==> config.mk <==
export PLATFORM = sky130hd
export DESIGN_NAME = rate_monotonic_tick_scheduler
export DESIGN_NICKNAME = d
export VERILOG_FILES = /design/src/rtl/core/rmts_pkg.sv /design/src/rtl/core/rate_monotonic_tick_scheduler.sv /design/src/rtl/core/rmts_cell.sv
export VERILOG_INCLUDE_DIRS = /design/src /design/src/rtl/core
export SDC_FILE = /design/constraint.sdc
export NUM_CORES = 2
export LEC_CHECK = 0
export BUFFER_PORTS_ARGS = -buffer_cell sky130_fd_sc_hd__buf_4
export CORE_UTILIZATION = 25
export CTS_BUF_LIST = sky130_fd_sc_hd__clkbuf_4 sky130_fd_sc_hd__clkbuf_8 sky130_fd_sc_hd__clkbuf_16
export DETAILED_ROUTE_END_ITERATION = 16
export GPL_TIMING_DRIVEN = 1
export PLACE_DENSITY = 0.47
export SKIP_LAST_GASP = 1
export SLEW_MARGIN = 0
export SYNTH_ARGS = -nofsm -noshare
export SYNTH_HDL_FRONTEND = slang
export SYNTH_SLANG_ARGS = --single-unit
==> constraint.sdc <==
create_clock -name clk -period 3.64 [get_ports clk]
set_input_delay 0.364 -clock clk [delete_from_list [all_inputs] [get_ports clk]]
set_output_delay 0.364 -clock clk [all_outputs]
set_load 0.05 [all_outputs]
==> src/rtl/core/rate_monotonic_tick_scheduler_assert.svh <==
// Assertion macros for the rate-monotonic tick scheduler.
// Needs clk and rst_n in the scope of the module that uses them.
`ifndef RATE_MONOTONIC_TICK_SCHEDULER_ASSERT_SVH
`define RATE_MONOTONIC_TICK_SCHEDULER_ASSERT_SVH
`ifndef NO_ASSERTIONS
// same-cycle implication
`define RMTS_ASSERT_IMPL(lbl, ante, cons) \
  lbl: assert property (@(posedge clk) disable iff (!rst_n) (ante) |-> (cons)) \
    else $error("rmts: same-cycle check failed");
// next-cycle implication
`define RMTS_ASSERT_NEXT(lbl, ante, cons) \
  lbl: assert property (@(posedge clk) disable iff (!rst_n) (ante) |=> (cons)) \
    else $error("rmts: next-cycle check failed");
`else
`define RMTS_ASSERT_IMPL(lbl, ante, cons)
`define RMTS_ASSERT_NEXT(lbl, ante, cons)
`endif
`endif

==> src/rtl/core/rmts_pkg.sv <==
// Shared types and constants for the rate-monotonic tick scheduler.
// No dependencies.
package rmts_pkg;

  localparam int TASKS_DEF     = 8;
  localparam int TIME_BITS_DEF = 16;
  localparam int MAX_TIME_BITS = 32;  // widest period a cell may hold
  localparam int MAX_ID_BITS   = 6;   // ids for up to 64 tasks
  localparam int CNT_BITS      = 7;   // per-tick count, up to 64
  localparam int FIELD_BITS    = 16;  // width of burst, period, instances ports
  localparam int MASK_BITS     = 8;

  typedef enum logic {
    OP_ADMIT = 1'b0,
    OP_TICK  = 1'b1
  } op_t;

  // admit write broadcast to every cell
  typedef struct packed {
    logic                  we;
    logic [2:0]            id;
    logic [FIELD_BITS-1:0] burst;
    logic [FIELD_BITS-1:0] period;
    logic [FIELD_BITS-1:0] instances;
  } admit_t;

  // scan record handed from cell to cell
  typedef struct packed {
    logic                     found;
    logic [MAX_TIME_BITS-1:0] best_period;
    logic [MAX_ID_BITS-1:0]   best_id;
    logic                     started;
    logic                     resumed;
    logic                     finished;
    logic                     kill_last;
    logic [MASK_BITS-1:0]     miss_mask;
    logic [CNT_BITS-1:0]      miss_inc;
    logic [CNT_BITS-1:0]      rel_inc;
  } carry_t;

  // end-of-tick update broadcast to every cell
  typedef struct packed {
    logic                   valid;
    logic                   found;
    logic [MAX_ID_BITS-1:0] sel;
    logic                   pre;
    logic [MAX_ID_BITS-1:0] last;
  } apply_t;

endpackage

==> src/rtl/core/rate_monotonic_tick_scheduler.sv <==
// Rate-monotonic tick scheduler: top level with the tick controller.
// Depends on rmts_pkg, rmts_cell and rate_monotonic_tick_scheduler_assert.svh.
//
// Usage: an item is taken on a rising edge with start high and busy low.
// in_op = admit loads burst, period and instance count into slot in_task_id
// in that same edge and gives no result; a slot at or above TASKS is ignored.
// in_op = tick starts a scan beat down a chain of TASKS cells, one cell per
// cycle; each cell checks its deadline, releases a job and offers itself as
// the shortest-period ready task. When the beat leaves the last cell the
// winner runs one tick, counters update and the result is strobed on
// out_valid for one cycle.
// Timing: a tick result is strobed once the scan beat has left the last cell and
// the result registers load; busy falls as they load, so a new item can be taken
// in the strobe cycle, and no item is taken while busy. An admit is accepted on
// its edge. The receiver cannot stall; results are never held.
// Reset clears all task slots, counters and the last-runner record.
`include "rate_monotonic_tick_scheduler_assert.svh"
module rate_monotonic_tick_scheduler import rmts_pkg::*; #(
  parameter int TASKS     = TASKS_DEF,
  parameter int TIME_BITS = TIME_BITS_DEF
) (
  input  logic        clk,
  input  logic        rst_n,
  input  logic        start,
  output logic        busy,
  input  logic        in_op,
  input  logic [2:0]  in_task_id,
  input  logic [15:0] in_burst,
  input  logic [15:0] in_period,
  input  logic [15:0] in_instances,
  output logic        out_valid,
  output logic [2:0]  out_running_task,
  output logic        out_cpu_idle,
  output logic        out_job_started,
  output logic        out_job_resumed,
  output logic        out_job_finished,
  output logic        out_preempted,
  output logic [2:0]  out_preempted_task,
  output logic [7:0]  out_miss_mask,
  output logic [31:0] out_miss_total,
  output logic [31:0] out_released_total
);

  localparam int IDW = $clog2(TASKS);

  logic             busy_r;
  logic             last_valid_r, last_valid_nxt;
  logic [IDW-1:0]   last_runner_r, last_runner_nxt;
  logic [31:0]      miss_cnt_r, rel_cnt_r;
  logic             out_valid_r;
  logic [2:0]       run_task_r, pre_task_r;
  logic             idle_r, started_r, resumed_r, finished_r, pre_r;
  logic [7:0]       mask_r;

  logic             tick_acc, admit_acc, done, lv, pre;
  logic [IDW-1:0]   sel;
  logic [32:0]      miss_sum, rel_sum;
  admit_t           admit;
  apply_t           apply;
  carry_t           res;
  logic [TASKS:0]   pulse_w;
  carry_t           carry_w [TASKS+1];

  assign tick_acc  = start && !busy_r && (in_op == OP_TICK);
  assign admit_acc = start && !busy_r && (in_op == OP_ADMIT);

  assign admit.we        = admit_acc;
  assign admit.id        = in_task_id;
  assign admit.burst     = in_burst;
  assign admit.period    = in_period;
  assign admit.instances = in_instances;

  // head of the chain
  assign pulse_w[0] = tick_acc;
  assign carry_w[0] = '0;

  // cell chain
  for (genvar k = 0; k < TASKS; k++) begin : g_cell
    rmts_cell #(
      .TIME_BITS (TIME_BITS),
      .IDX       (k)
    ) u_cell (
      .clk           (clk),
      .rst_n         (rst_n),
      .admit_i       (admit),
      .pulse_i       (pulse_w[k]),
      .carry_i       (carry_w[k]),
      .last_valid_i  (last_valid_r),
      .last_runner_i (MAX_ID_BITS'(last_runner_r)),
      .apply_i       (apply),
      .pulse_o       (pulse_w[k+1]),
      .carry_o       (carry_w[k+1])
    );
  end

  assign done = pulse_w[TASKS];
  assign res  = carry_w[TASKS];

  // run step once the scan beat leaves the chain
  always_comb begin
    lv  = last_valid_r && !res.kill_last;
    sel = IDW'(res.best_id);
    pre = res.found && lv && (last_runner_r != sel);
    apply.valid = done;
    apply.found = res.found;
    apply.sel   = res.best_id;
    apply.pre   = pre;
    apply.last  = MAX_ID_BITS'(last_runner_r);
    last_valid_nxt  = lv;
    last_runner_nxt = last_runner_r;
    if (res.found) begin
      last_valid_nxt = !res.finished;
      if (!res.finished) begin
        last_runner_nxt = sel;
      end
    end
    miss_sum = {1'b0, miss_cnt_r} + 33'(res.miss_inc);
    rel_sum  = {1'b0, rel_cnt_r} + 33'(res.rel_inc);
  end

  // control state and counters
  always_ff @(posedge clk) begin
    if (!rst_n) begin
      busy_r        <= 1'b0;
      last_valid_r  <= 1'b0;
      last_runner_r <= '0;
      miss_cnt_r    <= '0;
      rel_cnt_r     <= '0;
      out_valid_r   <= 1'b0;
    end else begin
      out_valid_r <= done;
      if (tick_acc) begin
        busy_r <= 1'b1;
      end else if (done) begin
        busy_r <= 1'b0;
      end
      if (admit_acc) begin
        if (last_valid_r &&
            ((IDW + 3)'(in_task_id) == (IDW + 3)'(last_runner_r))) begin
          last_valid_r <= 1'b0;
        end
      end else if (done) begin
        last_valid_r  <= last_valid_nxt;
        last_runner_r <= last_runner_nxt;
        miss_cnt_r    <= miss_sum[32] ? '1 : miss_sum[31:0];
        rel_cnt_r     <= rel_sum[32] ? '1 : rel_sum[31:0];
      end
    end
  end

  // result beat
  always_ff @(posedge clk) begin
    if (done) begin
      run_task_r <= res.found ? 3'(sel) : 3'd0;
      idle_r     <= !res.found;
      started_r  <= res.found && res.started;
      resumed_r  <= res.found && res.resumed;
      finished_r <= res.found && res.finished;
      pre_r      <= pre;
      pre_task_r <= pre ? 3'(last_runner_r) : 3'd0;
      mask_r     <= res.miss_mask;
    end
  end

  assign busy               = busy_r;
  assign out_valid          = out_valid_r;
  assign out_running_task   = run_task_r;
  assign out_cpu_idle       = idle_r;
  assign out_job_started    = started_r;
  assign out_job_resumed    = resumed_r;
  assign out_job_finished   = finished_r;
  assign out_preempted      = pre_r;
  assign out_preempted_task = pre_task_r;
  assign out_miss_mask      = mask_r;
  assign out_miss_total     = miss_cnt_r;
  assign out_released_total = rel_cnt_r;

  // only one cell holds the scan beat at a time
  `RMTS_ASSERT_IMPL(a_one_beat, 1'b1, $onehot0(pulse_w[TASKS:1]))
  // a tick accept keeps the block busy for the scan
  `RMTS_ASSERT_NEXT(a_tick_busy, tick_acc, busy_r)
  // a result ends the scan
  `RMTS_ASSERT_IMPL(a_res_free, out_valid_r, !busy_r)
  // an idle tick reports no job activity
  `RMTS_ASSERT_IMPL(a_idle_quiet, out_valid_r && idle_r,
                    !started_r && !finished_r && !pre_r && !resumed_r)

endmodule

==> src/rtl/core/rmts_cell.sv <==
// One task slot of the scheduler chain: holds the task state, does the
// boundary check and release when the scan beat arrives. Uses rmts_pkg.
module rmts_cell import rmts_pkg::*; #(
  parameter int TIME_BITS = TIME_BITS_DEF,
  parameter int IDX       = 0
) (
  input  logic   clk,
  input  logic   rst_n,
  input  admit_t admit_i,
  input  logic   pulse_i,
  input  carry_t carry_i,
  input  logic   last_valid_i,
  input  logic [MAX_ID_BITS-1:0] last_runner_i,
  input  apply_t apply_i,
  output logic   pulse_o,
  output carry_t carry_o
);

  localparam logic [MAX_ID_BITS-1:0] MY_ID = MAX_ID_BITS'(IDX);

  logic [TIME_BITS-1:0]  burst_r, period_r, work_r, cd_r;
  logic [FIELD_BITS-1:0] jobs_r;
  logic                  wp_r;
  logic                  pulse_r;
  carry_t                carry_r;

  logic                  hit, boundary, miss, rel, ready, take;
  logic [TIME_BITS-1:0]  work_nxt, cd_nxt;
  logic [FIELD_BITS-1:0] jobs_nxt;
  logic                  wp_nxt;
  carry_t                carry_nxt;

  assign hit = admit_i.we && (MAX_ID_BITS'(admit_i.id) == MY_ID);

  // boundary check, release and priority compare
  always_comb begin
    boundary = (cd_r == '0);
    miss     = boundary && (work_r != '0);
    rel      = boundary && (jobs_r != '0);
    work_nxt = rel ? burst_r : (miss ? '0 : work_r);
    wp_nxt   = (miss || rel) ? 1'b0 : wp_r;
    jobs_nxt = rel ? jobs_r - 1'b1 : jobs_r;
    cd_nxt   = rel ? ((period_r != '0) ? period_r : TIME_BITS'(1)) : cd_r;
    ready    = (work_nxt != '0);
    take     = ready && (!carry_i.found ||
               (MAX_TIME_BITS'(period_r) < carry_i.best_period));

    carry_nxt = carry_i;
    if (take) begin
      carry_nxt.found       = 1'b1;
      carry_nxt.best_period = MAX_TIME_BITS'(period_r);
      carry_nxt.best_id     = MY_ID;
      carry_nxt.started     = (work_nxt == burst_r);
      carry_nxt.resumed     = wp_nxt;
      carry_nxt.finished    = (work_nxt == TIME_BITS'(1));
    end
    if (miss) begin
      carry_nxt.miss_inc  = carry_i.miss_inc + 1'b1;
      carry_nxt.miss_mask = carry_i.miss_mask |
                            ((IDX < MASK_BITS) ? (MASK_BITS'(1) << IDX) : '0);
      if (last_valid_i && (last_runner_i == MY_ID)) begin
        carry_nxt.kill_last = 1'b1;
      end
    end
    if (rel) begin
      carry_nxt.rel_inc = carry_i.rel_inc + 1'b1;
    end
  end

  // task state
  always_ff @(posedge clk) begin
    if (!rst_n) begin
      burst_r  <= '0;
      period_r <= '0;
      jobs_r   <= '0;
      work_r   <= '0;
      cd_r     <= '0;
      wp_r     <= 1'b0;
      pulse_r  <= 1'b0;
    end else begin
      pulse_r <= pulse_i;
      if (hit) begin
        burst_r  <= TIME_BITS'(admit_i.burst);
        period_r <= TIME_BITS'(admit_i.period);
        jobs_r   <= admit_i.instances;
        work_r   <= '0;
        cd_r     <= '0;
        wp_r     <= 1'b0;
      end else if (pulse_i) begin
        work_r <= work_nxt;
        wp_r   <= wp_nxt;
        cd_r   <= cd_nxt;
        jobs_r <= jobs_nxt;
      end else if (apply_i.valid) begin
        if (cd_r != '0) begin
          cd_r <= cd_r - 1'b1;
        end
        if (apply_i.found && (apply_i.sel == MY_ID)) begin
          work_r <= work_r - 1'b1;
          wp_r   <= 1'b0;
        end
        if (apply_i.pre && (apply_i.last == MY_ID)) begin
          wp_r <= 1'b1;
        end
      end
    end
  end

  // scan record toward the next cell
  always_ff @(posedge clk) begin
    if (pulse_i) begin
      carry_r <= carry_nxt;
    end
  end

  assign pulse_o = pulse_r;
  assign carry_o = carry_r;

endmodule

Word-level counts from Yosys, hierarchy flattened
Index checks and enable logic that the tools add are counted.
Widths: inputs -> output; s select.

storage, ports and cells
  bits in registers = 1233
  bits of input ports = 55

operators by class
  add/subtract/negate cells = 40
  $lt $le $gt $ge = 7
  equality and inequality tests = 48
  muxes and demuxes = 184
  bitwise logic cells = 4
  reduce and logical (&&, ||, !) cells = 234

operator list
  cell                   count
  $mux 16                111
  $reduce_bool 16->1     40
  $sub 16x1->16 const B  24
  $lt 16x32->1           7
  $mux 25                6
  $eq 16x1->1 const B    8
  $eq 16x16->1           8
  $logic_not 16->1       8
  $add 7x1->7 const B    14
  $reduce_bool 2->1      41
  $add 32x7->33          2
  $logic_and 1x1->1      65
  $mux 32                2
  $mux 1                 55
  $reduce_and 2->1       26
  $mux 7                 7
  $mux 42                1
  $eq 3x3->1 const B     8
  $eq 6x3->1 const B     4
  $reduce_and 3->1       8
  $reduce_bool 3->1      8
  $ne 2x1->1 const B     8
  $reduce_or 2->1        8
  $logic_or 1x1->1       15
  14 further kinds       33

Longest topological paths before layout
  word-level depth = 8
  depth in mapped cells = 13

Hierarchy
From an unflattened synthesis, not the netlist that was laid out.

unflattened totals
  cells, all modules = 6911
  area total of the unflattened synthesis = 64892.2 µm²

by module, submodules not included
  module                            times used  cells an instance  area an instance (µm²)  seq. area each (µm²)
  rmts_cell (g_cell[1].u_cell ...)  2           801                7572.3                  3593.4
  rmts_cell (g_cell[5].u_cell ...)  2           806                7548.5                  3593.4
  rmts_cell (g_cell[0].u_cell)      1           807                7613.6                  3593.4
  rmts_cell (g_cell[4].u_cell)      1           819                7578.5                  3593.4
  rmts_cell (g_cell[7].u_cell)      1           816                7500.9                  3593.4
  rmts_cell (g_cell[3].u_cell)      1           801                7430.9                  3593.4
  rate_monotonic_tick_scheduler     1           454                4526.8                  1971.9

Worst setup path after synthesis
No wires, ideal clock.

  path kind = flip-flop to flip-flop
  start point = reg g_cell[4].u_cell.cd_r[0]
  end point = reg g_cell[4].u_cell.carry_r (netlist bit g_cell[4].u_cell.carry_o[32]) (data pin)
  library setup time = 0.260 ns
  data arrival time = 2.911 ns
  required time = 3.380 ns
  path slack = 0.469 ns
  cell stages (with the launch flop) = 13
  path through = dfxtp_1 -> inv_1 -> ha_1 -> or3b_1 -> or3_1 -> buf_2 -> nor3_4 -> a22o_1 -> and3b_1 -> and3_4 -> nor2_4 -> buf_6 -> mux2_4

RTL lines
  item                    RTL line          text
  from (decl)             rmts_cell.sv:21   logic [TIME_BITS-1:0] burst_r, period_r, work_r, cd_r;
  from (signal assigned)  rmts_cell.sv:92   cd_r <= cd_nxt;
  from (signal assigned)  rmts_cell.sv:96   cd_r <= cd_r - 1'b1;
  to (signal assigned)    rmts_cell.sv:112  carry_r <= carry_nxt;
  to (decl)               rmts_cell.sv:25   carry_t carry_r;

==> summary.md <==
| Metric | Value |
|---|---|
| Status | finished clean |
| Vias in the first global route | between 40000 and 50000 |
| Gr usage total | approximately a fifth |
| Power Dens Cells | just over 500 nW/µm² |
| Most common flop cell mapped by yosys | dfxtp_1 |
| CTS tree | built |
| R2r worst-path depth | 9 |
| H-tree depth | 3 |
| CP Data Arrival Time | 3.93 ns |
| Syn Inst Count | between 6000 and 7000 |
| DRC Markers | 0 |
| Worst-path fanout max | 17 |
| Peak supply drop | just over 0.0005 V |
| Die height | 461 µm |
| Hold Violations, Final | 0 |
| WL final | 210000 µm |
| DR vias | between 40000 and 50000 |
| Final setup fails | 0 |
| Nature of the critical path endpoint | flip-flop |
| CTS clk-pin slew, worst paths | around 0.06 ns |
| Hold_ws | ~0.051 ns |
| CP startpoint kind | flip-flop |
| Initial antenna violation count | 20 |
| Hpwl dp | 148000 µm |
| CTS sink cnt | between 1000 and 1500 |
| Tmin final | 3.43 ns |
| #FFs+latches synth | approximately 1000 |
| Share of cells above drive strength 1 | a little under an eighth |
| Slowest-stage cell, CP | or4_4 |
| Setup tns final | 0 ns |
| Hold-critical path depth | 3 |
| Grt ovf | 0 |
| Ys async rst share | 0% |
| Leak Pwr | 22.6 nW |
| CTS max path bufs | 3 |
| Top delay family on crit path | simple AND/OR/NAND/NOR gates |
| Post-CTS Setup Repair Bufs | 0 |
| Initial DRC Count | 4458 |
| Cells along the critical path | or4_4, nand2b_1, or3_1, o21ai_4, o41ai_1, nand4_1, o21a_1, buf_12, mux2_2 |
| Fill cell count | 22400 |
| Max_cap viols | 0 |
| Synth Net Count | around 6500 |
| First-pass GRT wire length | ~310000 µm |
| Num CTS Buffers | 116 |
| Tcrit/Tclk final | 94.4% |
| IO Pins | between 100 and 150 |
| Crit. path cell count | 9 |
| NumNets Final | around 6600 |
| Final Slew Violations | 0 |
| Die extent in x | 461 µm |
| Biggest cell delay along the critical path | roughly 0.56 ns |
| Seq/Total Area, Yosys | 44.2% |
| Worst-skew pair later-pin latency | between 0.7 and 0.8 ns |
| Vias per cell | around 5.1 |
| Core Area | about 210000 µm² |
| PortBufs | 139 |
| Placer congestion estimate | 0.923 |
| Initial core utilization | 25.2% |
| Die area | 213000 µm² |
| Post-synth EDFFs | about 300 |
| Routed length per instance | ~23 µm |
| Hold WC Path Type | primary input to flip-flop |
| Synth Cell Area | 52800 µm² |
| Largest net degree at the start of global routing | 130 |
| Tightest Pin Transition | approximately 1.2 ns |
| Worst Clk Skew | 0.0209 ns |
| Unrepaired setup endpoints after global routing | no |
| Pwr Total | 0.0316 W |
| Cell variety after synth | 100 |
| WP data required | 4.14 ns |
| Row cnt | around 170 |
| Router iterations before antenna repair | 6 |
| Area grow syn2layout | 17.2% |
| Final ANT Viol Nets | 0 |
| Slew HR | 20.9% |
| Crit path kind | flip-flop to flip-flop |
| Max frequency | 0.291 GHz |
| Syn Area/Cell | between 8 and 9 µm² |
| CTS root buf | clkbuf_16 |
| Yosys warning count | 0 |
| CP bufs+invs | 1 |
==> metrics by stage <==
stage | utilization (%) | setup WS [ns] | area, µm² | instances
2_1_floorplan | - | 0.469 | 52800 | 6258
3_3_place_gp | 27.5 | 0.164 | 57600 | 9056
3_5_place_dp | 27.5 | 0.191 | 57600 | 9056
4_1_cts | 29.5 | 0.168 | 61800 | 9286
5_1_grt | 29.5 | 0.0312 | 61800 | 9288
6_report | 29.5 | 0.206 | 61800 | 9288
==> cell usage after synthesis, types with 17 or more instances <==
library cell / n / area, µm²
nor3_1: 180 / 901
a21oi_1: 704 / 3520
clkbuf_1: 290 / 1090
nor4b_1: 18 / 158
mux2i_1: 18 / 180
nor4_1: 161 / 1010
o211ai_1: 39 / 293
xor2_1: 99 / 867
and2_1: 53 / 332
a22oi_1: 63 / 473
ha_1: 155 / 1940
nand2b_1: 49 / 307
nand3_1: 153 / 766
or4_1: 38 / 285
mux2_2: 76 / 856
a221oi_1: 49 / 429
clkbuf_2: 33 / 165
a31oi_1: 56 / 350
nor2b_1: 31 / 194
dfxtp_1: 726 / 14500
nand4_1: 82 / 513
inv_1: 327 / 1230
xnor2_1: 132 / 1160
or2_2: 26 / 163
edfxtp_1: 293 / 8800
a21o_1: 35 / 263
a22o_1: 17 / 149
and3_1: 54 / 338
o21ai_0: 276 / 1380
a32oi_1: 17 / 149
o22ai_1: 38 / 238
a211oi_1: 108 / 811
or3_1: 69 / 432
mux2_1: 17 / 191
nor2_1: 530 / 1990
nand2_1: 922 / 3460
==> where the power goes <==
part	internal (W)	switching (W)
registers	0.0121	0.000396
clock network	0.00748	0.00516
logic	0.00220	0.00422
==> worst min-delay path: cells and delay by family <==
kind            cells  cell delay [ns]
compound gates      1             0.06
buf+inv             1             0.23
simple gates        1             0.10
==> logic make-up (layout without fill, tap and decap cells) <==
group           after synthesis  count (layout)  synth area share, %
fa+ha+maj                   157             157                 3.75
buf+inv                     687             910                 5.12
simple gates               2447            2448                 21.9
xor+xnor                    231             231                 3.83
mux                         126             126                 2.75
compound gates             1591            1591                 18.4
other cells                   0               1                    0
flops                      1019            1019                 44.2
==> flip-flops by register name, summed over array words and instances (netlist names), 32 cells and up <==
signal                  count
g_cell.u_cell.cd_r        128
g_cell.u_cell.burst_r     128
out_released_total         32
g_cell.u_cell.jobs_r      128
g_cell.u_cell.carry_o     274
out_miss_total             32
g_cell.u_cell.period_r    128
g_cell.u_cell.work_r      128
==> timing repair <==
item,4_1_cts,5_1_grt
endpoints found under the hold margin,45,0
endpoints found under the setup margin,0,34
resized for setup,0,2
hold buffers,10,0
==> path summary, 6_finish.rpt <==
check | startpoint | endpoint | slack (ns)
hold reg to reg | g_cell[7].u_cell.carry_o[19]$_DFFE_PP_ | out_miss_mask[5]$_DFFE_PP_ | 0.42
setup reg to reg | g_cell[1].u_cell.jobs_r[6]$_SDFFE_PN0P_ | g_cell[1].u_cell.carry_o[33]$_DFFE_PP_ | 0.21
setup / recovery | g_cell[1].u_cell.jobs_r[6]$_SDFFE_PN0P_ | g_cell[1].u_cell.carry_o[33]$_DFFE_PP_ | 0.21
hold / removal | in_period[6] | g_cell[4].u_cell.period_r[6]$_SDFFE_PN0P_ | 0.05
==> layer usage <==
metal	GRT usage [%]	part of all wire, %
met5	0	0.0062
met4	6.75	3.6
met3	2.30	5.1
met2	30.8	46
met1	26.2	45
==> layout by cell type, fill, tap and decap left out, types with 151 or more instances in the layout <==
master,count
nor3_1,178
nor4_1,161
nand2_1,917
inv_1,326
buf_4,344
nor2_1,524
a21oi_1,704
ha_1,155
o21ai_0,275
nand3_1,151
edfxtp_1,293
dfxtp_1,718
==> cell type report <==
| class | instances | area, µm² | share of cell area, % |
|---|---|---|---|
| antenna | 1 | 2.50 | 0.00405 |
| clock buffer | 167 | 3380 | 5.47 |
| clock inverter | 53 | 704 | 1.14 |
| inverter | 330 | 1250 | 2.02 |
| multi-input combinational | 4553 | 26800 | 43.4 |
| sequential | 1019 | 23400 | 37.8 |
| tap | 2805 | 3510 | 5.67 |
| timing repair buffer | 360 | 2800 | 4.53 |
(Power assumes the default switching activity.)
